$ cat config.mk
export PLATFORM = sky130hd
export DESIGN_NAME = uart_line_command_parser_top
export DESIGN_NICKNAME = d
export VERILOG_FILES = /design/src/rtl/ulcp_pkg.sv /design/src/rtl/ulcp_rsp_reg.sv /design/src/rtl/uart_line_command_parser_top.sv
export SDC_FILE = /design/constraint.sdc
export NUM_CORES = 1
export LEC_CHECK = 0
export BUFFER_PORTS_ARGS = -buffer_cell sky130_fd_sc_hd__buf_2
export CORE_MARGIN = 5
export CORE_UTILIZATION = 30
export CTS_CLUSTER_SIZE = 12
export DETAILED_ROUTE_END_ITERATION = 7
export PLACE_DENSITY = 0.41
export SETUP_SLACK_MARGIN = 0.5
export SYNTH_ARGS = -nofsm -noshare
export SYNTH_HDL_FRONTEND = slang
export SYNTH_SLANG_ARGS = --single-unit
$ cat constraint.sdc
create_clock -name clock -period 4.5 [get_ports clock]
set_clock_uncertainty 0.1 [all_clocks]
set_input_delay 0.45 -clock clock [delete_from_list [all_inputs] [get_ports clock]]
set_output_delay 0.45 -clock clock [all_outputs]
set_load 0.05 [all_outputs]
$ cat src/rtl/ulcp_pkg.sv
`default_nettype none

package ulcp_pkg;

   localparam int LINE_MAX   = 64;
   localparam int ADDR_W     = $clog2(LINE_MAX);
   localparam int REPLY_MAX  = LINE_MAX - 1;
   localparam int MIN_TOKENS = 3;
   localparam int TOK_W      = $clog2(MIN_TOKENS + 1);
   localparam int TDATA_W    = 16;

   localparam logic [7:0] CH_NUL = 8'h00;
   localparam logic [7:0] CH_LF  = 8'h0A;
   localparam logic [7:0] CH_CR  = 8'h0D;
   localparam logic [7:0] CH_LBR = 8'h5B;
   localparam logic [7:0] CH_AT  = 8'h40;
   localparam logic [7:0] CH_RBR = 8'h5D;

   typedef enum logic {
      KIND_LED  = 1'b0,
      KIND_BYTE = 1'b1
   } kind_type;

   typedef enum logic [2:0] {
      LIT_LED,
      LIT_NEW,
      LIT_ALR,
      LIT_ON,
      LIT_OFF
   } lit_type;

   typedef struct packed {
      logic       valid;
      kind_type   kind;
      logic       level;
      logic [7:0] data;
      logic       last;
   } rsp_load_type;

   function automatic logic is_delim(input logic [7:0] c);
      return (c == CH_LBR) || (c == CH_AT) || (c == CH_RBR);
   endfunction

   function automatic logic [3:0] lit_len(input lit_type id);
      logic [3:0] n;
      case (id)
         LIT_LED: n = 4'd3;
         LIT_NEW: n = 4'd9;
         LIT_ALR: n = 4'd12;
         LIT_ON:  n = 4'd2;
         LIT_OFF: n = 4'd3;
         default: n = 4'd0;
      endcase
      return n;
   endfunction

   // True when the character at offset k agrees with the literal, or lies past its end.
   function automatic logic lit_ok(input lit_type id, input logic [ADDR_W-1:0] k,
                                   input logic [7:0] c);
      logic [95:0] word;
      logic        ok;
      case (id)
         LIT_LED: word = {"LED", 72'h0};
         LIT_NEW: word = {" New conn", 24'h0};
         LIT_ALR: word = " Already log";
         LIT_ON:  word = {"ON", 80'h0};
         LIT_OFF: word = {"OFF", 72'h0};
         default: word = '0;
      endcase
      if (k >= ADDR_W'(lit_len(id))) begin
         ok = 1'b1;
      end else begin
         ok = (c == word[8*(11 - int'(k)) +: 8]);
      end
      return ok;
   endfunction

endpackage

`default_nettype wire

$ cat src/rtl/ulcp_rsp_reg.sv
`default_nettype none

module ulcp_rsp_reg
   import ulcp_pkg::*;
(
   input  wire logic               clock,
   input  wire logic               reset,
   input  wire rsp_load_type       load,
   output logic                    out_free,
   output logic                    rsp_tvalid,
   input  wire logic               rsp_tready,
   output logic [TDATA_W-1:0]      rsp_tdata,   // bit 0 led_level, bits 8:1 tx_byte
   output logic [0:0]              rsp_tuser,   // bit 0 result_kind
   output logic                    rsp_tlast
);

   logic               valid_ff, valid_in;
   logic [TDATA_W-1:0] data_ff, data_in;
   logic [0:0]         user_ff, user_in;
   logic               last_ff, last_in;

   assign out_free = !valid_ff || rsp_tready;

   always_comb begin
      valid_in = valid_ff;
      data_in  = data_ff;
      user_in  = user_ff;
      last_in  = last_ff;
      if (out_free) begin
         valid_in = load.valid;
         if (load.valid) begin
            data_in = {(TDATA_W - 9)'(0), load.data, load.level};
            user_in = load.kind;
            last_in = load.last;
         end
      end
   end

   always_ff @(posedge clock) begin
      if (reset) begin
         valid_ff <= 1'b0;
      end else begin
         valid_ff <= valid_in;
      end
      data_ff <= data_in;
      user_ff <= user_in;
      last_ff <= last_in;
   end

   assign rsp_tvalid = valid_ff;
   assign rsp_tdata  = data_ff;
   assign rsp_tuser  = user_ff;
   assign rsp_tlast  = last_ff;

endmodule

`default_nettype wire

$ cat src/rtl/uart_line_command_parser_top.sv
`default_nettype none

// Collects received bytes into lines and, when a CR or LF closes a nonempty line, walks the
// stored line once to split it into tokens on '[', '@' and ']' and to compare the second and
// third tokens with the command words, then answers with an LED level or with a reply of the
// form "[t0]t1@t2" plus LF, one byte per transfer, cut to 63 bytes, or not at all. An ordinary
// byte is taken while the block is idle, and the block is ready again in the next cycle. A line
// end holds off the input while the stored line is read, once per character, through the single
// read port of the line memory, then while the block decides, then while the LED level or the
// reply bytes, whose token characters are read again through the same port, are handed on, and
// while the result side stalls. The line memory needs no clearing after reset.
module uart_line_command_parser_top
   import ulcp_pkg::*;
(
   input  wire logic               clock,
   input  wire logic               reset,
   input  wire logic               req_tvalid,
   output logic                    req_tready,
   input  wire logic [7:0]         req_tdata,   // bits 7:0 rx_byte
   output logic                    rsp_tvalid,
   input  wire logic               rsp_tready,
   output logic [TDATA_W-1:0]      rsp_tdata,   // bit 0 led_level, bits 8:1 tx_byte
   output logic [0:0]              rsp_tuser,   // bit 0 result_kind
   output logic                    rsp_tlast
);

   typedef enum logic [2:0] {
      ST_IDLE,
      ST_SCAN_RD,
      ST_SCAN_CHK,
      ST_DECIDE,
      ST_EMIT_LED,
      ST_EMIT_SEL,
      ST_EMIT_RD
   } state_type;

   typedef struct packed {
      logic led;
      logic fresh;
      logic already;
      logic on;
      logic off;
   } match_type;

   localparam logic [ADDR_W-1:0] LEN_FULL  = ADDR_W'(LINE_MAX - 1);
   localparam logic [ADDR_W-1:0] CNT_FINAL = ADDR_W'(REPLY_MAX - 1);
   localparam logic [TOK_W-1:0]  TOK_NONE  = TOK_W'(MIN_TOKENS);

   state_type         state_ff, state_in;
   logic [ADDR_W-1:0] line_len_ff, line_len_in;
   logic [ADDR_W-1:0] idx_ff, idx_in;
   logic              in_tok_ff, in_tok_in;
   logic [TOK_W-1:0]  ntok_ff, ntok_in;
   logic [TOK_W-1:0]  tok_id_ff, tok_id_in;
   logic [ADDR_W-1:0] tstart_ff [MIN_TOKENS];
   logic [ADDR_W-1:0] tstart_in [MIN_TOKENS];
   logic [ADDR_W-1:0] tlen_ff [MIN_TOKENS];
   logic [ADDR_W-1:0] tlen_in [MIN_TOKENS];
   match_type         match_ff, match_in;
   logic              level_ff, level_in;
   logic [2:0]        seg_ff, seg_in;
   logic [ADDR_W-1:0] k_ff, k_in;
   logic [ADDR_W-1:0] cnt_ff, cnt_in;

   logic [7:0]        line_mem [LINE_MAX];
   logic [7:0]        rd_data_ff;
   logic [ADDR_W-1:0] rd_addr;
   logic              wr_en;

   rsp_load_type      load;
   logic              out_free;
   logic [7:0]        ch;
   logic [TOK_W-1:0]  tix;
   logic [ADDR_W-1:0] kcur;
   logic [7:0]        seg_char;

   assign req_tready = (state_ff == ST_IDLE);
   assign ch         = rd_data_ff;
   assign tix        = TOK_W'(seg_ff[2:1]);

   always_comb begin
      case (seg_ff)
         3'd0:    seg_char = CH_LBR;
         3'd2:    seg_char = CH_RBR;
         3'd4:    seg_char = CH_AT;
         default: seg_char = CH_LF;
      endcase
   end

   always_comb begin
      if (state_ff == ST_SCAN_RD) begin
         rd_addr = idx_ff;
      end else begin
         rd_addr = tstart_ff[tix] + k_ff;
      end
   end

   always_comb begin
      state_in    = state_ff;
      line_len_in = line_len_ff;
      idx_in      = idx_ff;
      in_tok_in   = in_tok_ff;
      ntok_in     = ntok_ff;
      tok_id_in   = tok_id_ff;
      tstart_in   = tstart_ff;
      tlen_in     = tlen_ff;
      match_in    = match_ff;
      level_in    = level_ff;
      seg_in      = seg_ff;
      k_in        = k_ff;
      cnt_in      = cnt_ff;
      wr_en       = 1'b0;
      kcur        = '0;
      load        = '0;
      case (state_ff)
         ST_IDLE: begin
            if (req_tvalid) begin
               if ((req_tdata == CH_CR) || (req_tdata == CH_LF)) begin
                  if (line_len_ff != '0) begin
                     idx_in    = '0;
                     in_tok_in = 1'b0;
                     ntok_in   = '0;
                     tok_id_in = TOK_NONE;
                     state_in  = ST_SCAN_RD;
                  end
               end else if (line_len_ff != LEN_FULL) begin
                  wr_en       = 1'b1;
                  line_len_in = line_len_ff + 1'b1;
               end
            end
         end
         ST_SCAN_RD: begin
            state_in = ST_SCAN_CHK;
         end
         ST_SCAN_CHK: begin
            if (ch == CH_NUL) begin
               state_in = ST_DECIDE;
            end else begin
               if (is_delim(ch)) begin
                  in_tok_in = 1'b0;
               end else if (!in_tok_ff) begin
                  in_tok_in = 1'b1;
                  tok_id_in = ntok_ff;
                  if (ntok_ff != TOK_NONE) begin
                     ntok_in            = ntok_ff + 1'b1;
                     tstart_in[ntok_ff] = idx_ff;
                     tlen_in[ntok_ff]   = ADDR_W'(1);
                     if (ntok_ff == TOK_W'(1)) begin
                        match_in.led     = lit_ok(LIT_LED, '0, ch);
                        match_in.fresh   = lit_ok(LIT_NEW, '0, ch);
                        match_in.already = lit_ok(LIT_ALR, '0, ch);
                     end else if (ntok_ff == TOK_W'(2)) begin
                        match_in.on  = lit_ok(LIT_ON, '0, ch);
                        match_in.off = lit_ok(LIT_OFF, '0, ch);
                     end
                  end
               end else if (tok_id_ff != TOK_NONE) begin
                  kcur               = tlen_ff[tok_id_ff];
                  tlen_in[tok_id_ff] = kcur + 1'b1;
                  if (tok_id_ff == TOK_W'(1)) begin
                     match_in.led     = match_ff.led && lit_ok(LIT_LED, kcur, ch);
                     match_in.fresh   = match_ff.fresh && lit_ok(LIT_NEW, kcur, ch);
                     match_in.already = match_ff.already && lit_ok(LIT_ALR, kcur, ch);
                  end else if (tok_id_ff == TOK_W'(2)) begin
                     match_in.on  = match_ff.on && lit_ok(LIT_ON, kcur, ch);
                     match_in.off = match_ff.off && lit_ok(LIT_OFF, kcur, ch);
                  end
               end
               if (idx_ff == line_len_ff - 1'b1) begin
                  state_in = ST_DECIDE;
               end else begin
                  idx_in   = idx_ff + 1'b1;
                  state_in = ST_SCAN_RD;
               end
            end
         end
         ST_DECIDE: begin
            line_len_in = '0;
            seg_in      = '0;
            k_in        = '0;
            cnt_in      = '0;
            if (ntok_ff != TOK_NONE) begin
               state_in = ST_IDLE;
            end else if ((match_ff.fresh && (tlen_ff[1] >= ADDR_W'(lit_len(LIT_NEW)))) ||
                         (match_ff.already && (tlen_ff[1] >= ADDR_W'(lit_len(LIT_ALR))))) begin
               state_in = ST_IDLE;
            end else if (match_ff.led && (tlen_ff[1] == ADDR_W'(lit_len(LIT_LED)))) begin
               if (match_ff.on && (tlen_ff[2] == ADDR_W'(lit_len(LIT_ON)))) begin
                  level_in = 1'b1;
                  state_in = ST_EMIT_LED;
               end else if (match_ff.off && (tlen_ff[2] == ADDR_W'(lit_len(LIT_OFF)))) begin
                  level_in = 1'b0;
                  state_in = ST_EMIT_LED;
               end else begin
                  state_in = ST_IDLE;
               end
            end else begin
               state_in = ST_EMIT_SEL;
            end
         end
         ST_EMIT_LED: begin
            if (out_free) begin
               load.valid = 1'b1;
               load.kind  = KIND_LED;
               load.level = level_ff;
               load.last  = 1'b1;
               state_in   = ST_IDLE;
            end
         end
         ST_EMIT_SEL: begin
            if (seg_ff[0]) begin
               state_in = ST_EMIT_RD;
            end else if (out_free) begin
               load.valid = 1'b1;
               load.kind  = KIND_BYTE;
               load.data  = seg_char;
               load.last  = (cnt_ff == CNT_FINAL) || (seg_ff == 3'd6);
               cnt_in     = cnt_ff + 1'b1;
               seg_in     = seg_ff + 1'b1;
               k_in       = '0;
               if (load.last) begin
                  state_in = ST_IDLE;
               end
            end
         end
         ST_EMIT_RD: begin
            if (out_free) begin
               load.valid = 1'b1;
               load.kind  = KIND_BYTE;
               load.data  = rd_data_ff;
               load.last  = (cnt_ff == CNT_FINAL);
               cnt_in     = cnt_ff + 1'b1;
               if (load.last) begin
                  state_in = ST_IDLE;
               end else begin
                  state_in = ST_EMIT_SEL;
                  if (k_ff + 1'b1 == tlen_ff[tix]) begin
                     seg_in = seg_ff + 1'b1;
                     k_in   = '0;
                  end else begin
                     k_in = k_ff + 1'b1;
                  end
               end
            end
         end
         default: begin
            state_in = ST_IDLE;
         end
      endcase
   end

   always_ff @(posedge clock) begin
      if (wr_en) begin
         line_mem[line_len_ff] <= req_tdata;
      end
      rd_data_ff <= line_mem[rd_addr];
   end

   always_ff @(posedge clock) begin
      if (reset) begin
         state_ff    <= ST_IDLE;
         line_len_ff <= '0;
      end else begin
         state_ff    <= state_in;
         line_len_ff <= line_len_in;
      end
      idx_ff    <= idx_in;
      in_tok_ff <= in_tok_in;
      ntok_ff   <= ntok_in;
      tok_id_ff <= tok_id_in;
      tstart_ff <= tstart_in;
      tlen_ff   <= tlen_in;
      match_ff  <= match_in;
      level_ff  <= level_in;
      seg_ff    <= seg_in;
      k_ff      <= k_in;
      cnt_ff    <= cnt_in;
   end

   ulcp_rsp_reg u_rsp_reg (
      .clock      (clock),
      .reset      (reset),
      .load       (load),
      .out_free   (out_free),
      .rsp_tvalid (rsp_tvalid),
      .rsp_tready (rsp_tready),
      .rsp_tdata  (rsp_tdata),
      .rsp_tuser  (rsp_tuser),
      .rsp_tlast  (rsp_tlast)
   );

endmodule

`default_nettype wire

==> results of run 1 <==
power by group through the flow:
stage | registers (mW) | logic (mW) | clock network, mW
after floorplan | 6.35 | 0.0781 | 0
after global placement | 6.36 | 0.228 | 0
after detailed placement | 6.36 | 0.231 | 0
after CTS | 6.24 | 0.232 | 5.64
after global routing | 6.24 | 0.243 | 5.86
final | 6.24 | 0.223 | 5.47
worst max-delay path: cells and delay by family (launching register included):
| kind | cells | cell delay, ns |
|---|---|---|
| and+or+nand+nor | 1 | 0.13 |
| muxes | 2 | 0.54 |
| DFF | 1 | 0.49 |
| adders and majority gates | 2 | 0.71 |
| AOI/OAI and AO/OA | 5 | 1.02 |
| buffers and inverters | 2 | 0.53 |
cells in the mapped netlist, drive strengths merged (7+ instances only):
cell | number | area, sq um
nor3 | 14 | 70.1
clkbuf | 51 | 191
xor2 | 19 | 166
ha | 26 | 325
a31oi | 32 | 200
a21oi | 107 | 547
o22ai | 19 | 125
nand2 | 338 | 1270
o21ai | 75 | 375
o221ai | 7 | 61.3
inv | 26 | 97.6
a32o | 8 | 80.1
nor2 | 142 | 533
nand3 | 58 | 290
and3 | 10 | 62.6
edfxtp | 591 | 17700
nor2b | 26 | 163
xnor2 | 30 | 263
a211oi | 71 | 533
and2 | 31 | 194
mux2i | 125 | 1260
nand2b | 16 | 100
a22o | 23 | 201
dfxtp | 18 | 360
nand4 | 8 | 50.1
buf | 91 | 609
a22oi | 45 | 338
a32oi | 7 | 61.3
o211ai | 20 | 150
metal layers:
layer,track usage,vias to the layer above,part of all wire
met5,0,-,0
met4,0.0426,0,0.026
met3,0.0282,116,0.048
met2,0.244,418,0.46
met1,0.227,8577,0.47
li1,-,8097,-
how the worst min path moves through the flow:
| stage | from | end | slack (ns) | cells after the start |
|---|---|---|---|---|
| after global routing | req_tdata[0] | line_mem[62][0] | 0.08 | 1 |
| after floorplan | reset | state_ff[1] | 0.42 | 1 |
| after global placement | ntok_ff[1] | tok_id_ff[1] | 0.49 | 2 |
| final | req_tdata[7] | line_mem[47][7] | 0.07 | 1 |
| after CTS | req_tdata[0] | line_mem[63][0] | 0.06 | 1 |
| after detailed placement | tlen_ff[1] | tlen_ff[1] | 0.50 | 2 |
cell type report:
class                      count  area (sq um)  area share
antenna                        1          2.50   0.0000804
sequential                   609         18100       0.582
clock buffer                  94          1890      0.0609
timing repair buffer         131          1040      0.0333
multi-input combinational   1348          8220       0.264
clock inverter                31           280     0.00901
tap                         1176          1470      0.0473
inverter                      27           101     0.00326
what timing repair did:
item,in CTS,in global routing
gates resized for setup,0,8
hold endpoints to repair,4,0
hold buffers,1,0
buffers inserted,2,0
pin swaps,0,0
endpoints found under the setup margin,1,9
metrics by stage:
step / area (sq um) / util / worst slack [ns]
after CTS: 31100 / 0.345 / 0.641
after detailed placement: 28900 / 0.321 / 0.518
after global placement: 28900 / 0.321 / 0.606
after floorplan: 27200 / - / 0.897
after global routing: 31100 / 0.346 / 0.531
final: 31100 / 0.346 / 0.769
registers in the layout, summed over array words and instances, names as in the netlist, 2 cells and up:
register             count
line_mem               512
tlen_ff                 18
tstart_ff               18
u_rsp_reg.rsp_tdata      9
ch                       8
cnt_ff                   6
idx_ff                   6
k_ff                     6
line_len_ff              6
match_ff                 5
seg_ff                   3
state_ff                 3
ntok_ff                  2
tok_id_ff                2
cell families (layout without fill, tap and decap cells):
kind of cell    count (synthesis)  after routing  synth area share
mux                           126            126            0.0469
compound gates                470            470             0.117
flops                         609            609             0.667
buf+inv                       169            283            0.0332
fa+ha+maj                      27             27            0.0127
xor+xnor                       49             49            0.0158
other cells                     1              8          0.000138
simple gates                  669            669             0.108
==> impl_metrics.env, run 1 <==
export IMPL_status="finished clean"
export IMPL_synth_warnings=0
export IMPL_cts_tree="built"
export IMPL_hold_violations=0
export IMPL_clock_sinks=609
export IMPL_cts_root_buf="clkbuf_16"
export IMPL_rows=110
export IMPL_ios=32
export IMPL_drc=0
export IMPL_setup_viol=0
export IMPL_die_x_um=311
export IMPL_cts_max_path_buffers=3
export IMPL_ir_drop_mv=0.245
export IMPL_gp_congestion=0.807
export IMPL_timing_critical_path_from="seg_ff[1]"
export IMPL_min_period_ns=3.73
export IMPL_p_leak_nw=10.6
export IMPL_rsz0062_at_grt="false"
export IMPL_h_tree_depth=3
export IMPL_nNetsFinal=2227
export IMPL_slew_headroom=0.331
export IMPL_fillCellCount=8909
export IMPL_syn_area_sq_um=27200
export IMPL_finalPower_mw=11.9
export IMPL_wl_um=77800
export IMPL_dp_cells=3288
export IMPL_holdCritPathClass="in -> reg"
export IMPL_initialDrtViolationCount=1350
export IMPL_drive_gt1_frac=0.110
export IMPL_start_util=0.302
export IMPL_netlist_instances=2120
export IMPL_wl_per_cell_um=22.8
export IMPL_critPathArrivalTime_ns=4.10
export IMPL_crit_type="reg -> reg"
export IMPL_avgSynthCellArea_sq_um=12.8
export IMPL_clock_latency_ns=0.62
export IMPL_async_reset_ff_frac=0
export IMPL_hpwl_um=49800
export IMPL_whs_ns=0.0745
export IMPL_grt_pass1_vias=16989
export IMPL_ys_flop_type="edfxtp_1"
export IMPL_die_area_sq_um=96700
export IMPL_switchingPower_mw=2.51
export IMPL_endpoint_kind="register"
export IMPL_r2r_end="ch[4]"
export IMPL_numCtsBuffers=71
export IMPL_power_frac_seq=0.523
export IMPL_required_ns=4.86
export IMPL_synth_cell_types=79
export IMPL_rr_worst_depth=12
export IMPL_drt_first_pass_iters=5
export IMPL_worstSetupStartpointType="register"
export IMPL_path_common_cell="buf_12"
export IMPL_placement_io_buffers=24
export IMPL_final_cell_mix="591 x edfxtp_1, 337 x nand2_1, 142 x nor2_1"
export IMPL_power_per_cell_area_nw_per_um2=384
export IMPL_final_max_slew_violation_count=0
export IMPL_grt_ovfl_total=0
export IMPL_slowest_stage="edfxtp_1"
export IMPL_antenna_found_initial=2
export IMPL_fin_cells=3417
export IMPL_cp_endpoint="ch[4]"
export IMPL_r2r_start="seg_ff[1]"
export IMPL_period_share=0.829
export IMPL_layout_commonest_cell="edfxtp_1"
export IMPL_drv_cap=0
export IMPL_vias=17208
export IMPL_ant_nets=0
export IMPL_crit_path_max_incr_delay_ns=0.49
export IMPL_area_growth_pct=14.5
export IMPL_r2r_slack_ns=0.77
export IMPL_combPwrFrac=0.019
export IMPL_synth_edff_count=591
export IMPL_tightest_slew_ns=1.00
export IMPL_fp_coreArea_sq_um=90000
export IMPL_pwr_share_clk=0.458
export IMPL_grt_pass1_wl_um=116000
export IMPL_fmax_ghz=0.268
export IMPL_grt_max_degree=106
export IMPL_p_int_mw=9.42
export IMPL_via_per_inst=5.04
export IMPL_grt_usage=0.157
export IMPL_clk_pin_slew_worst_paths_ns=0.06
export IMPL_crit_fanout=61
export IMPL_sw_frac_of_total=0.210
export IMPL_die_h_um=311
export IMPL_ys_ff_latch=609
export IMPL_crit_chain="mux2i_1 > o21ai_0 > ha_1 > fa_1 > mux2i_4 > buf_12 > buf_12 > a22oi_1 > nand2_1 > o211ai_1 > a32oi_1 > o221ai_1"
export IMPL_setup_tns_ns=0
export IMPL_ys_seq_area_frac=0.667
Power figures use the tool's default switching activity.
==> run 2: changes to the inputs <==
Settings changed: PLACE_DENSITY 0.41 to 0.42.
Clock period 4.5 ns to 3.05 ns, I/O delays scaled along.
==> run 2 against run 1 <==
Against the previous run:
- the run now ends with setup timing left
- routed wire length up 7.0%
- hold slack worse by 0.040 ns
- combinational power up 73%
- design area up 9.1%
- critical path depth unchanged
- sequential share of layout area down 4.8 points
- count of clock-buffer cells in the layout down 2
- sequential power up 47%
- critical endpoint is now ch[6]
- die area unchanged
==> impl_metrics.env, run 2 (synthesized netlist as in run 1, its figures left out) <==
export IMPL_final_max_slew_violation_count=0
export IMPL_drc=0
export IMPL_grt_usage=0.166
export IMPL_drv_cap=0
export IMPL_via_per_inst=5.06
export IMPL_cts_root_buf="clkbuf_16"
export IMPL_wl_um=83200
export IMPL_critPathArrivalTime_ns=3.86
export IMPL_clock_latency_ns=0.63
export IMPL_die_x_um=311
export IMPL_sw_frac_of_total=0.211
export IMPL_rows=110
export IMPL_crit_type="reg -> reg"
export IMPL_cts_max_path_buffers=3
export IMPL_pwr_share_clk=0.461
export IMPL_gp_congestion=0.825
export IMPL_crit_fanout=38
export IMPL_layout_commonest_cell="edfxtp_1"
export IMPL_die_area_sq_um=96700
export IMPL_switchingPower_mw=3.76
export IMPL_p_leak_nw=11.8
export IMPL_period_share=1.13
export IMPL_grt_pass1_vias=18285
export IMPL_fmax_ghz=0.290
export IMPL_worstSetupStartpointType="register"
export IMPL_power_per_cell_area_nw_per_um2=524
export IMPL_h_tree_depth=3
export IMPL_status="finished with violations"
export IMPL_combPwrFrac=0.022
export IMPL_cts_tree="built"
export IMPL_min_period_ns=3.44
export IMPL_placement_io_buffers=24
export IMPL_final_cell_mix="591 x edfxtp_1, 335 x nand2_1, 218 x buf_4"
export IMPL_endpoint_kind="register"
export IMPL_final_area_sq_um=33900
export IMPL_placed_area_sq_um=30400
export IMPL_grt_pass1_wl_um=122000
export IMPL_dp_cells=3427
export IMPL_holdCritPathClass="in -> reg"
export IMPL_power_frac_seq=0.518
export IMPL_vias=18146
export IMPL_whs_ns=0.0342
export IMPL_tightest_slew_ns=0.933
export IMPL_ir_drop_mv=0.371
export IMPL_ios=32
export IMPL_largest_reg_flops=512
export IMPL_fillCellCount=8698
export IMPL_max_flop_register="line_mem"
export IMPL_setup_ws_ns=-0.393
export IMPL_slew_headroom=0.378
export IMPL_numCtsBuffers=72
export IMPL_die_h_um=311
export IMPL_violations="setup timing"
export IMPL_grt_max_degree=65
export IMPL_start_util=0.302
export IMPL_setup_viol=8
export IMPL_wl_per_cell_um=23.2
export IMPL_nNetsFinal=2401
export IMPL_clk_pin_slew_worst_paths_ns=0.06
export IMPL_p_int_mw=14.0
export IMPL_grt_ovfl_total=0
export IMPL_ant_nets=0
export IMPL_place_ws_ns=-0.544
export IMPL_hpwl_um=54000
export IMPL_hold_violations=0
export IMPL_largestRegisters="line_mem (512), tlen_ff (18), tstart_ff (18)"
export IMPL_rsz0062_at_grt="true"
export IMPL_area_growth_pct=25.0
export IMPL_insertedDiodeCount=0
export IMPL_fp_coreArea_sq_um=90000
export IMPL_required_ns=3.46
export IMPL_antenna_found_initial=0
export IMPL_drive_gt1_frac=0.247
export IMPL_drt_first_pass_iters=5
export IMPL_initialDrtViolationCount=1202
export IMPL_fin_cells=3588
export IMPL_clock_sinks=609
## run 2: cell count changes in the layout (fill, tap and decap cells not counted), moves of 8 or more
cell       delta
a211oi_2     +19
a22oi_2      +12
a211oi_1     -20
a21oi_2      +15
nor2_4        +8
a21oi_1      -19
nor2_2       +56
nor2_1       -64
buf_6        +15
a22oi_1      -12
buf_4       +121
clkbuf_16     +8
buf_12       +23
## run 2: path summary, 6_finish.rpt
check                                    start         endpoint  slack [ns]  cells after the start
worst min register to register  line_len_ff[1]   line_len_ff[1]        0.47                      2
worst max register to register       seg_ff[1]            ch[6]       -0.39                     12
worst max-delay path                 seg_ff[1]            ch[6]       -0.39                     12
worst min-delay path              req_tdata[0]  line_mem[47][0]        0.03                      2
## run 2: worst max-delay path, stage by stage (launching register included)
cell,delay (ns)
edfxtp_1,0.49
mux2i_1,0.17
o21ai_1,0.17
ha_2,0.22
fa_1,0.46
mux2i_4,0.33
buf_12,0.22
buf_16,0.21
a22o_1,0.20
o22a_1,0.14
o221a_1,0.22
o22ai_2,0.10
a221o_1,0.28
## run 2: timing repair
action / 4_1_cts / 5_1_grt
cloned: 3 / 5
setup endpoints to repair: 227 / 294
hold endpoints to repair: 6 / 0
pin swaps: 23 / 18
gates resized for setup: 123 / 96
buffers inserted: 18 / 9
hold buffers: 2 / 0
## run 2: final cells by class
| class | count | area [sq um] | area share |
|---|---|---|---|
| multi-input combinational | 1348 | 9160 | 0.270 |
| inverter | 27 | 109 | 0.00321 |
| timing repair buffer | 304 | 2870 | 0.0846 |
| clock buffer | 92 | 1940 | 0.0572 |
| sequential | 609 | 18100 | 0.534 |
| clock inverter | 32 | 282 | 0.00829 |
| tap | 1176 | 1470 | 0.0433 |
## run 2: routing by layer
layer,vias up,global-route usage,routed length [um]
met3,112,0.0210,3170
met4,0,0.0441,2040
li1,8449,-,-
met5,-,0,0
met1,9209,0.233,38700
met2,376,0.274,39300
## run 2: per-stage QoR
step | setup TNS (ns) | power [mW] | utilization
3_3_place_gp | -3.52 | 9.75 | 0.338
3_5_place_dp | -3.72 | 9.75 | 0.338
6_report | -2.82 | 17.8 | 0.377
5_1_grt | -3.82 | 18.3 | 0.377
4_1_cts | -3.06 | 18.0 | 0.371
2_1_floorplan | -0.133 | 9.49 | -
## run 2: power groups by stage
stage / Combinational [mW] / Sequential (mW) / Clock, mW
after global placement: 0.370 / 9.38 / 0
after floorplan: 0.120 / 9.37 / 0
after global routing: 0.410 / 9.20 / 8.73
final: 0.385 / 9.20 / 8.19
after CTS: 0.384 / 9.20 / 8.40
after detailed placement: 0.373 / 9.38 / 0
==> run 3: changes to the inputs <==
Settings changed: SYNTH_HIERARCHICAL set to 1.
==> run 3 against run 2 <==
Against the previous run:
- sequential power rose by 2%
- non-clock buffer count is 3 lower
- register-to-register slack is essentially flat
- the flow still finishes with violations (setup timing)
- utilization up 1.1 points
- cell count up 0.33%
- design area grew 2.6%
- largest cell class unchanged
- die area about the same
- synthesized cell count decreased by 0.14%
==> impl_metrics.env, run 3 <==
export IMPL_clk_pin_slew_worst_paths_ns=0.06
export IMPL_async_reset_ff_frac=0
export IMPL_synth_cell_types=83
export IMPL_r2r_end="ch[4]"
export IMPL_clock_sinks=609
export IMPL_vias=17982
export IMPL_clock_latency_ns=0.61
export IMPL_synth_warnings=6
export IMPL_ant_nets=0
export IMPL_numCtsBuffers=74
export IMPL_yosysMostFrequentCell="edfxtp_1"
export IMPL_netlist_instances=2117
export IMPL_p_leak_nw=12.0
export IMPL_rsz0062_at_grt="true"
export IMPL_grt_ovfl_total=0
export IMPL_multiInputGateArea_sq_um=9710
export IMPL_worstSetupStartpointType="register"
export IMPL_largest_reg_flops=512
export IMPL_grt_pass1_wl_um=121000
export IMPL_syn_area_sq_um=27200
export IMPL_fillCellCount=8580
export IMPL_r2r_start="seg_ff[1]"
export IMPL_hold_depth=3
export IMPL_holdCritStartpoint="rsp_tready"
export IMPL_min_period_ns=3.44
export IMPL_ys_flop_type="edfxtp_1"
export IMPL_placed_area_sq_um=30600
export IMPL_ff_latch_area_sq_um=18100
export IMPL_yosysTopAreaCell="edfxtp_1"
export IMPL_grt_pass1_vias=18444
export IMPL_ios=32
export IMPL_wl_um=81300
export IMPL_power_per_cell_area_nw_per_um2=596
export IMPL_endpoint_kind="register"
export IMPL_wl_met2_um=38900
export IMPL_final_max_slew_violation_count=0
export IMPL_required_ns=3.41
export IMPL_area_growth_pct=28.3
export IMPL_synth_edff_count=591
export IMPL_final_area_sq_um=34800
export IMPL_violations="setup timing"
export IMPL_ys_seq_area_frac=0.667
export IMPL_grt_max_degree=65
export IMPL_drc=0
export IMPL_grt_usage=0.164
export IMPL_drt_first_pass_iters=5
export IMPL_max_flop_register="line_mem"
export IMPL_avgSynthCellArea_sq_um=12.8
export IMPL_crit_fanout=6
export IMPL_fmax_ghz=0.290
export IMPL_whs_ns=0.0499
export IMPL_crit_type="reg -> reg"
export IMPL_gp_congestion=0.808
export IMPL_rr_worst_depth=17
export IMPL_status="finished with violations"
export IMPL_drive_gt1_frac=0.270
export IMPL_fin_util=0.388
export IMPL_insertedDiodeCount=0
export IMPL_finalPower_mw=20.8
export IMPL_yosys_top_cells_count="591 x edfxtp_1, 344 x nand2_1, 145 x nor2_1"
export IMPL_placement_io_buffers=24
export IMPL_rows=110
export IMPL_layout_commonest_cell="edfxtp_1"
export IMPL_initialDrtViolationCount=1142
export IMPL_holdCritPathClass="in -> reg"
export IMPL_die_area_sq_um=96600
export IMPL_drv_cap=0
export IMPL_largestRegisters="line_mem (512), tlen_ff (18), tstart_ff (18)"
export IMPL_wl_met1_um=37200
export IMPL_die_h_um=311
export IMPL_cts_max_path_buffers=3
export IMPL_ir_drop_mv=0.424
export IMPL_start_util=0.302
export IMPL_slew_headroom=0.373
export IMPL_hold_path_end="u_rsp_reg/rsp_tvalid"
export IMPL_dr_max_layer_used="met4"
export IMPL_nNetsFinal=2402
export IMPL_fp_coreArea_sq_um=89900
export IMPL_ys_ff_latch=609
export IMPL_r2r_slack_ns=-0.39
export IMPL_via_per_inst=5.00
export IMPL_h_tree_depth=3
export IMPL_yosysTopAreaCellShare=0.654
export IMPL_final_cell_mix="591 x edfxtp_1, 333 x nand2_1, 198 x buf_4"
export IMPL_critPathArrivalTime_ns=3.81
export IMPL_wl_met3_um=3370
export IMPL_setup_viol=8
export IMPL_place_ws_ns=-0.638
export IMPL_synthTopCellsByArea="edfxtp_1 65%, nand2_1 4.8%, mux2i_1 4.6%"
export IMPL_antenna_found_initial=2
export IMPL_hpwl_um=51600
export IMPL_setup_ws_ns=-0.394
export IMPL_cts_tree="built"
export IMPL_wl_per_cell_um=22.6
export IMPL_die_x_um=311
export IMPL_cts_root_buf="clkbuf_16"
export IMPL_period_share=1.13
export IMPL_tightest_slew_ns=0.931
export IMPL_hold_violations=0
## run 3: cell types whose count changed in the layout (fill, tap and decap cells not counted), moves of 9 or more
| cell | change |
|---|---|
| a21oi_1 | -15 |
| nor2_2 | -41 |
| buf_12 | +14 |
| nor2_1 | -12 |
| mux2i_1 | -10 |
| nand2b_1 | -9 |
| buf_4 | -20 |
| nor2_4 | +58 |
| inv_1 | +11 |
## run 3: final cells by class
type	count	share of cell area
clock inverters	49	0.0122
flip-flops and latches	609	0.520
clock buffers	87	0.0546
well taps	1176	0.0422
inverters	36	0.00402
multi-input cells	1342	0.279
repair buffers	301	0.0885
## run 3: logic make-up (layout without fill, tap and decap cells)
group,Yosys count,in the layout,share of synthesized area
compound gates,449,450,0.113
xor+xnor,56,56,0.0181
fa+ha+maj,26,26,0.0123
buf+inv,173,473,0.0334
flops,609,609,0.667
mux,130,130,0.0482
other cells,1,7,0.000138
simple gates,673,673,0.109
## run 3: power by group
part	switching [mW]	internal, mW	total, mW
Clock	3.51	4.99	8.50
Sequential	0.0823	9.26	9.34
Combinational	1.77	1.16	2.93
## run 3: per-layer routing
| metal | vias up | GRT usage |
|---|---|---|
| met5 | - | 0 |
| met4 | 0 | 0.0370 |
| met3 | 98 | 0.0259 |
| met2 | 362 | 0.275 |
| met1 | 9053 | 0.226 |
| li1 | 8469 | - |
## run 3: worst max path at each step
stage                    from  endpoint  slack (ns)
floorplan           seg_ff[1]     ch[6]        0.02
global placement    seg_ff[1]     ch[7]       -0.72
detailed placement  seg_ff[1]     ch[3]       -0.64
CTS                 seg_ff[1]     ch[0]       -0.40
global route        seg_ff[1]     ch[4]       -0.52
finish              seg_ff[1]     ch[4]       -0.39
## run 3: per-stage QoR
| step | instances | TNS [ns] |
|---|---|---|
| 2_1_floorplan | 2123 | 0 |
| 3_3_place_gp | 3401 | -4.75 |
| 3_5_place_dp | 3401 | -4.55 |
| 4_1_cts | 3585 | -2.96 |
| 5_1_grt | 3600 | -3.89 |
| 6_report | 3600 | -2.80 |
## run 3: critical path: stages, from the launching register on
cell and delay (ns):
edfxtp_1 0.48, mux2i_1 0.26, o21ai_2 0.07, ha_2 0.18, fa_1 0.53, mux2i_4 0.09, buf_12 0.16, buf_8 0.14
buf_6 0.13, buf_16 0.14, a21oi_4 0.11, a22oi_2 0.06, buf_4 0.15, nand2_2 0.05, o211ai_1 0.12, a32oi_1 0.26
buf_4 0.17, o221ai_2 0.08
## run 3: timing repair
action	4_1_cts	5_1_grt
setup endpoints to repair	157	136
pin swaps	56	33
setup buffers	36	14
endpoints found under the hold margin	4	0
hold buffers	1	0
resized for setup	188	63
gates cloned	11	1
